--- src/hdl/fgnh_pkg.sv ---
`timescale 1ns / 1ps
// ============================================================================
// fgnh_pkg
// Shared types, fixed-point constants and helper functions of the fractal
// gradient-noise height generator.
// ============================================================================
package fgnh_pkg;

  // Fixed-point format and grid limits.
  localparam int FRAC_BITS   = 16;
  localparam int GRID_SIZE   = 4096;
  localparam int OCTAVES_DEF = 3;

  localparam longint FX_ONE     = longint'(1) << FRAC_BITS;
  localparam longint FREQ_MUL   = ((longint'(18) << FRAC_BITS) + 5) / 10;
  localparam longint AMP_MUL    = ((longint'(4) << FRAC_BITS) + 5) / 10;
  localparam longint HEIGHT_MUL = (longint'(51) << FRAC_BITS) / 4;
  localparam longint HEIGHT_MAX = 1671168;

  localparam logic [15:0] COORD_SCALE_RST = 16'd3277;

  // Widths: signed working value, Q12.16 coordinate, Q8.16 lattice position.
  localparam int FXW = 22;
  localparam int CW  = 28;
  localparam int LW  = 24;
  localparam int HW  = 21;
  localparam int PW  = 48;

  typedef logic signed [FXW-1:0] fx_t;
  typedef logic [CW-1:0]         coord_t;
  typedef logic [LW-1:0]         lat_t;
  typedef logic [HW-1:0]         height_t;
  typedef logic signed [PW-1:0]  prod_t;

  // Table load beat that travels down the pipeline next to the data.
  typedef struct packed {
    logic       ld;
    logic [7:0] idx;
    logic [7:0] val;
  } load_t;

  // Frequency of octave k: starts at one and is scaled by 1.8 per octave.
  function automatic longint oct_freq(input int k);
    longint f;
    f = FX_ONE;
    for (int i = 0; i < k; i++) begin
      f = (f * FREQ_MUL) >> FRAC_BITS;
    end
    return f;
  endfunction

  // Weight of octave k: starts at one and is scaled by 0.4 per octave.
  function automatic longint oct_amp(input int k);
    longint a;
    a = FX_ONE;
    for (int i = 0; i < k; i++) begin
      a = (a * AMP_MUL) >> FRAC_BITS;
    end
    return a;
  endfunction

  // Sum of the weights of the first n octaves.
  function automatic longint amp_sum(input int n);
    longint s;
    s = 0;
    for (int i = 0; i < n; i++) begin
      s = s + oct_amp(i);
    end
    return s;
  endfunction

  // Drops the fraction bits of a signed product, rounding toward zero.
  function automatic fx_t trunc_fx(input prod_t p);
    prod_t adj;
    adj = p + (p[PW-1] ? ((prod_t'(1) <<< FRAC_BITS) - prod_t'(1)) : prod_t'(0));
    return fx_t'(adj >>> FRAC_BITS);
  endfunction

endpackage

--- src/hdl/fgnh_norm.sv ---
`timescale 1ns / 1ps
// ============================================================================
// fgnh_norm
// Sums the octave terms, divides by the weight sum with a reciprocal
// multiply and one correction step, and maps the result to a clamped
// Q5.16 height. Six register stages.
// ============================================================================
module fgnh_norm #(
  parameter int OCTAVE_COUNT = fgnh_pkg::OCTAVES_DEF
) (
  input  logic              clk,
  input  logic              rst_n,
  input  logic              term_vld,
  input  fgnh_pkg::fx_t     term [OCTAVE_COUNT],
  output logic              height_vld,
  output fgnh_pkg::height_t height
);
  import fgnh_pkg::*;

  localparam longint ASUM  = amp_sum(OCTAVE_COUNT);
  localparam longint RECIP = (longint'(1) << 48) / ASUM;
  localparam int     RW    = 56;
  localparam int     DW    = 40;
  localparam int     QW    = FXW;
  localparam fx_t    ONE   = fx_t'(FX_ONE);

  // Stage 1: sum of the weighted octave terms.
  fx_t  total;
  fx_t  tot1_r;
  logic vld1_r;

  always_comb begin
    total = '0;
    for (int i = 0; i < OCTAVE_COUNT; i++) begin
      total = total + term[i];
    end
  end

  always_ff @(posedge clk) begin
    if (!rst_n) begin
      vld1_r <= 1'b0;
    end else begin
      vld1_r <= term_vld;
    end
    tot1_r <= total;
  end

  // Stage 2: magnitude times the reciprocal of the weight sum.
  logic [QW-1:0] mag;
  logic [RW-1:0] prod2_r;
  logic [QW-1:0] mag2_r;
  logic          neg2_r, vld2_r;

  assign mag = tot1_r[FXW-1] ? QW'(-tot1_r) : QW'(tot1_r);

  always_ff @(posedge clk) begin
    if (!rst_n) begin
      vld2_r <= 1'b0;
    end else begin
      vld2_r <= vld1_r;
    end
    prod2_r <= RW'(mag) * RW'(RECIP);
    mag2_r  <= mag;
    neg2_r  <= tot1_r[FXW-1];
  end

  // Stage 3: the quotient estimate and its product with the divisor.
  logic [QW-1:0] est;
  logic [QW-1:0] est3_r, mag3_r;
  logic [DW-1:0] estd3_r;
  logic          neg3_r, vld3_r;

  assign est = prod2_r[32 +: QW];

  always_ff @(posedge clk) begin
    if (!rst_n) begin
      vld3_r <= 1'b0;
    end else begin
      vld3_r <= vld2_r;
    end
    est3_r  <= est;
    estd3_r <= DW'(est) * DW'(ASUM);
    mag3_r  <= mag2_r;
    neg3_r  <= neg2_r;
  end

  // Stage 4: the estimate is at most one short; fix it and restore the sign.
  logic [DW-1:0] rem;
  logic [QW-1:0] quo;
  fx_t           n4_r;
  logic          vld4_r;

  assign rem = (DW'(mag3_r) << FRAC_BITS) - estd3_r;
  assign quo = est3_r + QW'(rem >= DW'(ASUM));

  always_ff @(posedge clk) begin
    if (!rst_n) begin
      vld4_r <= 1'b0;
    end else begin
      vld4_r <= vld3_r;
    end
    n4_r <= neg3_r ? -fx_t'(quo) : fx_t'(quo);
  end

  // Stage 5: shift to [0,2] and scale by 12.75.
  fx_t   shifted;
  prod_t hp5_r;
  logic  pos5_r, vld5_r;

  assign shifted = n4_r + ONE;

  always_ff @(posedge clk) begin
    if (!rst_n) begin
      vld5_r <= 1'b0;
    end else begin
      vld5_r <= vld4_r;
    end
    hp5_r  <= prod_t'(shifted) * prod_t'(HEIGHT_MUL);
    pos5_r <= !shifted[FXW-1] && (shifted != '0);
  end

  // Stage 6: clamp into the height range.
  prod_t   hv;
  height_t out_r;
  logic    vld6_r;

  assign hv = hp5_r >>> FRAC_BITS;

  always_ff @(posedge clk) begin
    if (!rst_n) begin
      vld6_r <= 1'b0;
    end else begin
      vld6_r <= vld5_r;
    end
    if (!pos5_r) begin
      out_r <= '0;
    end else if (hv > prod_t'(HEIGHT_MAX)) begin
      out_r <= HW'(HEIGHT_MAX);
    end else begin
      out_r <= HW'(hv);
    end
  end

  assign height_vld = vld6_r;
  assign height     = out_r;

endmodule
--- config.mk ---
export PLATFORM = sky130hd
export DESIGN_NAME = fgnh_norm
export DESIGN_NICKNAME = d
export VERILOG_FILES = /design/src/hdl/fgnh_pkg.sv /design/src/hdl/fgnh_norm.sv
export SDC_FILE = /design/constraint.sdc
export NUM_CORES = 2
export LEC_CHECK = 0
export BUFFER_PORTS_ARGS = -buffer_cell sky130_fd_sc_hd__clkbuf_2
export CORE_MARGIN = 3
export CORE_UTILIZATION = 50
export CTS_CLUSTER_SIZE = 12
export DETAILED_ROUTE_END_ITERATION = 8
export PLACE_DENSITY = 0.69
export SYNTH_ARGS = -nofsm -noshare
export SYNTH_HDL_FRONTEND = slang
export SYNTH_SLANG_ARGS = --single-unit
export TNS_END_PERCENT = 5
--- constraint.sdc ---
create_clock -name clk -period 11.6 [get_ports clk]
set_input_delay 1.74 -clock clk [delete_from_list [all_inputs] [get_ports clk]]
set_output_delay 1.74 -clock clk [all_outputs]
set_load 0.02 [all_outputs]
== Yosys cells after proc, flatten, opt, wreduce, memory -nomap -nowiden ==
Index checks and enable logic that the tools add are counted.

* Add/subtract/negate cells: 7
* Multipliers: 3
* Divide/modulo/power cells: 0
* Order comparisons: 2
* Equal/unequal tests: 0
* Shifts and indexed selects: 0
* Multiplexer cells: 3
* Bitwise gates (word level): 1
* Reduce and logical (&&, ||, !) cells: 4

{| class="wikitable"
|+ Operators by type and width
! operator !! number
|-
| $mul 22x31->53 const B || 1
|-
| $add 22x22->22 || 2
|-
| $mux 22 || 2
|-
| $neg 22->22 || 2
|-
| $ge 40x17->1 const B || 1
|-
| $sub 38x39->40 || 1
|-
| $mul 22x17->39 const B || 1
|-
| $mul 22x7->29 const B || 1
|-
| $gt 27x22->1 const B || 1
|-
| $add 22x1->22 || 1
|-
| $add 22x18->22 const B || 1
|-
| $reduce_bool 22->1 || 1
|-
| $mux 21 || 1
|-
| $reduce_or 2->1 || 1
|-
| $logic_and 1x1->1 || 1
|-
| $logic_not 1->1 || 1
|-
| $not 1->1 || 1
|}

* Bits in registers: 261
* Bits in latches: 0
* Memory bits (writable): 0
* ROM bits: 0
* Input bits: 69
* Output and inout port bits: 22
* Logic and storage cells: 39
* Memories kept: 0

== Longest topological paths before layout ==
* Depth in word-level cells: 5
* Mapped depth: 33
* Depth with buffers taken out: 33

== Worst setup path after synthesis ==
Ideal clock, no wire load.

* Kind: reg2reg
* Start: register tot1_r[0]
* End: register prod2_r[45]
* Library setup time: 0.127 ns
* Arrival: 8.252 ns
* Required time: 11.473 ns
* Setup slack: 3.221 ns
* Cell stages (with the launch flop): 31
* Path buffers: 0
* Period minus slack after synthesis: 8.379 ns
* Cell sequence: dfxtp_1 > inv_1 > nand2_1 > or4_1 > nor2_1 > nand3_1 > or4_1 > and2_1 > xor2_1 > fa_1 > fa_1 > fa_1 > inv_1 > fa_1 > inv_1 > fa_1 > inv_1 > fa_1 > inv_1 > fa_1 > ha_1 > o21ai_1 > nand2b_1 > a21oi_1 > and4_1 > o31a_1 > o21ai_2 > a41o_1 > a2111oi_0 > nor3_1 > xor2_1

* Word-level cells in the longest chain between the ends: 3

{| class="wikitable"
|+ RTL lines
! what !! RTL line !! source
|-
| start, declared || fgnh_norm.sv:29 || <nowiki>fx_t tot1_r;</nowiki>
|-
| start signal, assigned || fgnh_norm.sv:45 || <nowiki>tot1_r <= total;</nowiki>
|-
| $neg 22->22 || fgnh_norm.sv:54 || <nowiki>assign mag = tot1_r[FXW-1] ? QW'(-tot1_r) : QW'(tot1_r);</nowiki>
|-
| $mux 22 || fgnh_norm.sv:54 ||
|-
| named net mag[17] || fgnh_norm.sv:49 || <nowiki>logic [QW-1:0] mag;</nowiki>
|-
| $mul 22x31->53 || fgnh_norm.sv:62 || <nowiki>prod2_r <= RW'(mag) * RW'(RECIP);</nowiki>
|-
| end signal, assigned || fgnh_norm.sv:62 ||
|-
| end, declared || fgnh_norm.sv:50 || <nowiki>logic [RW-1:0] prod2_r;</nowiki>
|}

The timed path passes the listed nets, and every way through them passes these cells.
A chain may end at the register's enable or synchronous reset.

== Worst setup path in the final report ==
Same ends and word-level chain as after synthesis.

==> impl_results.md <==
* Grt ovf at 0
* Die height at 250 microns
* Vias in the first global route at 21200
* Clock tree from TritonCTS: built
* Vias per std cell at 5.11
* DR DRC count at 0
* CTS Buffer Depth at 3
* Critical path peak fanout at 10
* Largest family of logic cells by synthesized area: adder cells
* Starting density of the core at 51.0%
* CTS Hold Bufs at 0
* Max_cap viols at 0
* Final instance area at 0.0320 sq mm
* Fmax at 104 MHz
* Antenna violations before repair at 0
* Status: complete, no violations
* RSZ-0062 raised after global routing: false
* CTS root buf: clkbuf_16
* PortBufs at 90
* First-pass GRT wire length at 107000 microns
* Layout net count at 4188
* Top-area cell type share of the netlist area at 31.4%
* Crit path required time at 12020 ps
* Routed len/inst at 16.6 microns
* Most frequent cells in the layout: 812 x inv_1, 529 x ha_1, 466 x fa_1, 227 x dfxtp_1, 119 x xnor2_1
* Fin crit period at 9650 ps
* Vias at 19900
* Syn avg cell area at 9.86 sq um
* Pin count of the biggest net entering global routing at 24
* Top_reg_cell synth: dfxtp_1
* Worst-Margin Slew at 1250 ps
* PostCTS Resize Cnt at 0
* Post-Synth Simple-Gate Area at 7.50%
* Post-synthesis compound-gate area fraction at 7.93%
* Flops & latches, synth at 227
* Starting DRT DRC Count at 832
* Final Max Tran Viols at 0
* Hold crit path type: flip-flop to flip-flop
* Postcts setup bufs at 0
* Cells after Synth at 3012
* Share of layout cells above drive strength 1 at 5.26%
* Arrival time worst endpoint at 10070 ps
* # IOs at 91
* CP max stage cell: xnor2_1
* Max-slew headroom at 15.9%
* Die width at 250 microns
* Synth top area cells: fa_1 31%, ha_1 22%, dfxtp_1 15%
* Final Setup Violations at 0
* Synth-to-layout area growth at 7.75%
* Diode count at 0
* Fin. Hold Viols at 0
* Placer congestion estimate at 0.935
* Total core area at 0.0582 sq mm
* Final TNS setup at 0 ps
* Xor/xnor cell area share of the yosys netlist at 5.01%
* CP peak stage delay at 640 ps
* Post-synth EDFFs at 0
* Sink Count at 227
* Worst setup SP type: flip-flop
* Crit. End Element: flip-flop
* Sequential share of the synthesized area at 15.3%
* Yosys top cell by area: fa_1
* # H-tree levels at 1
* Synth cell types at 74
* ANT nets after route at 0
* Placed inst area at 0.0312 sq mm
* Hpwl dp at 56800 microns
* Total iterations of the first detailed-routing run at 5
* Rows at 88
* Reg2Reg Setup Slack at 1950 ps
* Commonest non-fill, non-tap cell in the layout: inv_1
* Skew final at 19.2 ps
* Adder-Cell Fraction of Synth Area at 53.7%
* Post-synthesis mux area share at 0.0716%
* Syn nets at 4076
* CTS Buf Count at 26
* Die area at 0.0624 sq mm
* Critical path class: flip-flop to flip-flop
* Cell area after synthesis at 0.0297 sq mm
* Clk_lat worst skew at 550 ps
* Tot GR Track Use at 21.5%
* Yosys warns at 0
* Asr flop ratio synth at 0%
* Final wirelength at 64800 microns
* Reg clk slew, reported paths at 60 ps
* Tcrit/Tclk final at 83.2%
synthesized netlist by cell type (5+ instances only):
library cell and n:
inv_1 812, ha_1 529, fa_1 466, dfxtp_1 227, xnor2_1 122, nor2_1 95
a21oi_1 94, nand2_1 82, o21ai_0 74, xor2_1 48, nand3_1 43, nor3_1 42
a21o_1 37, and2_1 33, o21a_1 27, nand4_1 22, nor2b_1 19, clkbuf_1 17
o21bai_1 17, nand2b_1 15, nor4_1 15, and3_1 13, o31ai_1 13, a31oi_1 11
a211oi_1 10, a21boi_0 8, o211ai_1 8, and4_1 7, or3_1 7, a2111oi_0 6
o31a_1 6, or4_1 6, nand3b_1 5, o311ai_0 5
final timing paths:
kind / to / start / cells past startpoint
worst max-delay path: prod2_r[45]$_DFF_P_ / tot1_r[0]$_DFF_P_ / 31
worst min-delay path: mag3_r[3]$_DFF_P_ / mag2_r[3]$_DFF_P_ / 0
worst max register to register: prod2_r[45]$_DFF_P_ / tot1_r[0]$_DFF_P_ / 31
worst min register to register: mag3_r[3]$_DFF_P_ / mag2_r[3]$_DFF_P_ / 0
sequential cells by signal, indices dropped and copies added (netlist names):
name        flops
estd3_r        38
hp5_r          27
est3_r         22
mag2_r         22
mag3_r         22
n4_r           22
prod2_r        22
tot1_r         22
height         21
height_vld      1
neg2_r          1
neg3_r          1
pos5_r          1
vld1_r          1
vld2_r          1
vld3_r          1
vld4_r          1
vld5_r          1
routing by layer:
layer | GRT usage (%) | vias to the layer above | part of all wire, % | routed length, microns
met3 | 4.01 | 110 | 5.6 | 3610
met2 | 37.9 | 426 | 49 | 31800
li1 | - | 9749 | - | -
met5 | 0 | - | 0 | 0
met4 | 6.17 | 0 | 3.2 | 2060
met1 | 26.9 | 9643 | 42 | 27300
cells by family (layout without fill, tap and decap cells):
logic type,after synthesis,count (layout)
xor gates and xnor gates,170,170
buffers and inverters,830,956
adders and majority gates,995,995
AOI/OAI and AO/OA,360,360
DFF,227,227
muxes,2,2
and+or+nand+nor,428,428
layout make-up:
class                           instances  area (sq um)
Fill cell                            5185         26200
Sequential cell                       227          4540
Clock buffer                           33           748
Inverter                              812          3050
Tap cell                              765           957
Timing Repair Buffer                  102           541
Clock inverter                          9           104
Multi-Input combinational cell       1955         22100
through the flow:
| stage | util, % | instances | hold slack [ps] | setup slack (ps) |
|---|---|---|---|---|
| after floorplan | - | 3012 | 310 | 3220 |
| after global placement | 53.5 | 3861 | 311 | 2080 |
| after detailed placement | 53.5 | 3861 | 313 | 1870 |
| after CTS | 55.0 | 3903 | 326 | 1900 |
| after global routing | 55.0 | 3903 | 336 | 1340 |
| final | 55.0 | 3903 | 325 | 1950 |
worst max-delay path: cells and delay by family, from the launching register on:
family / cells / cell delay, ps
adders and majority gates: 9 / 4000
AOI/OAI and AO/OA: 6 / 1790
and+or+nand+nor: 8 / 1610
xor gates and xnor gates: 2 / 790
buffers and inverters: 6 / 770
DFF: 1 / 530
Power is not shown: default switching activity piles up to over one toggle a cycle in this logic, so the estimate is an artifact.
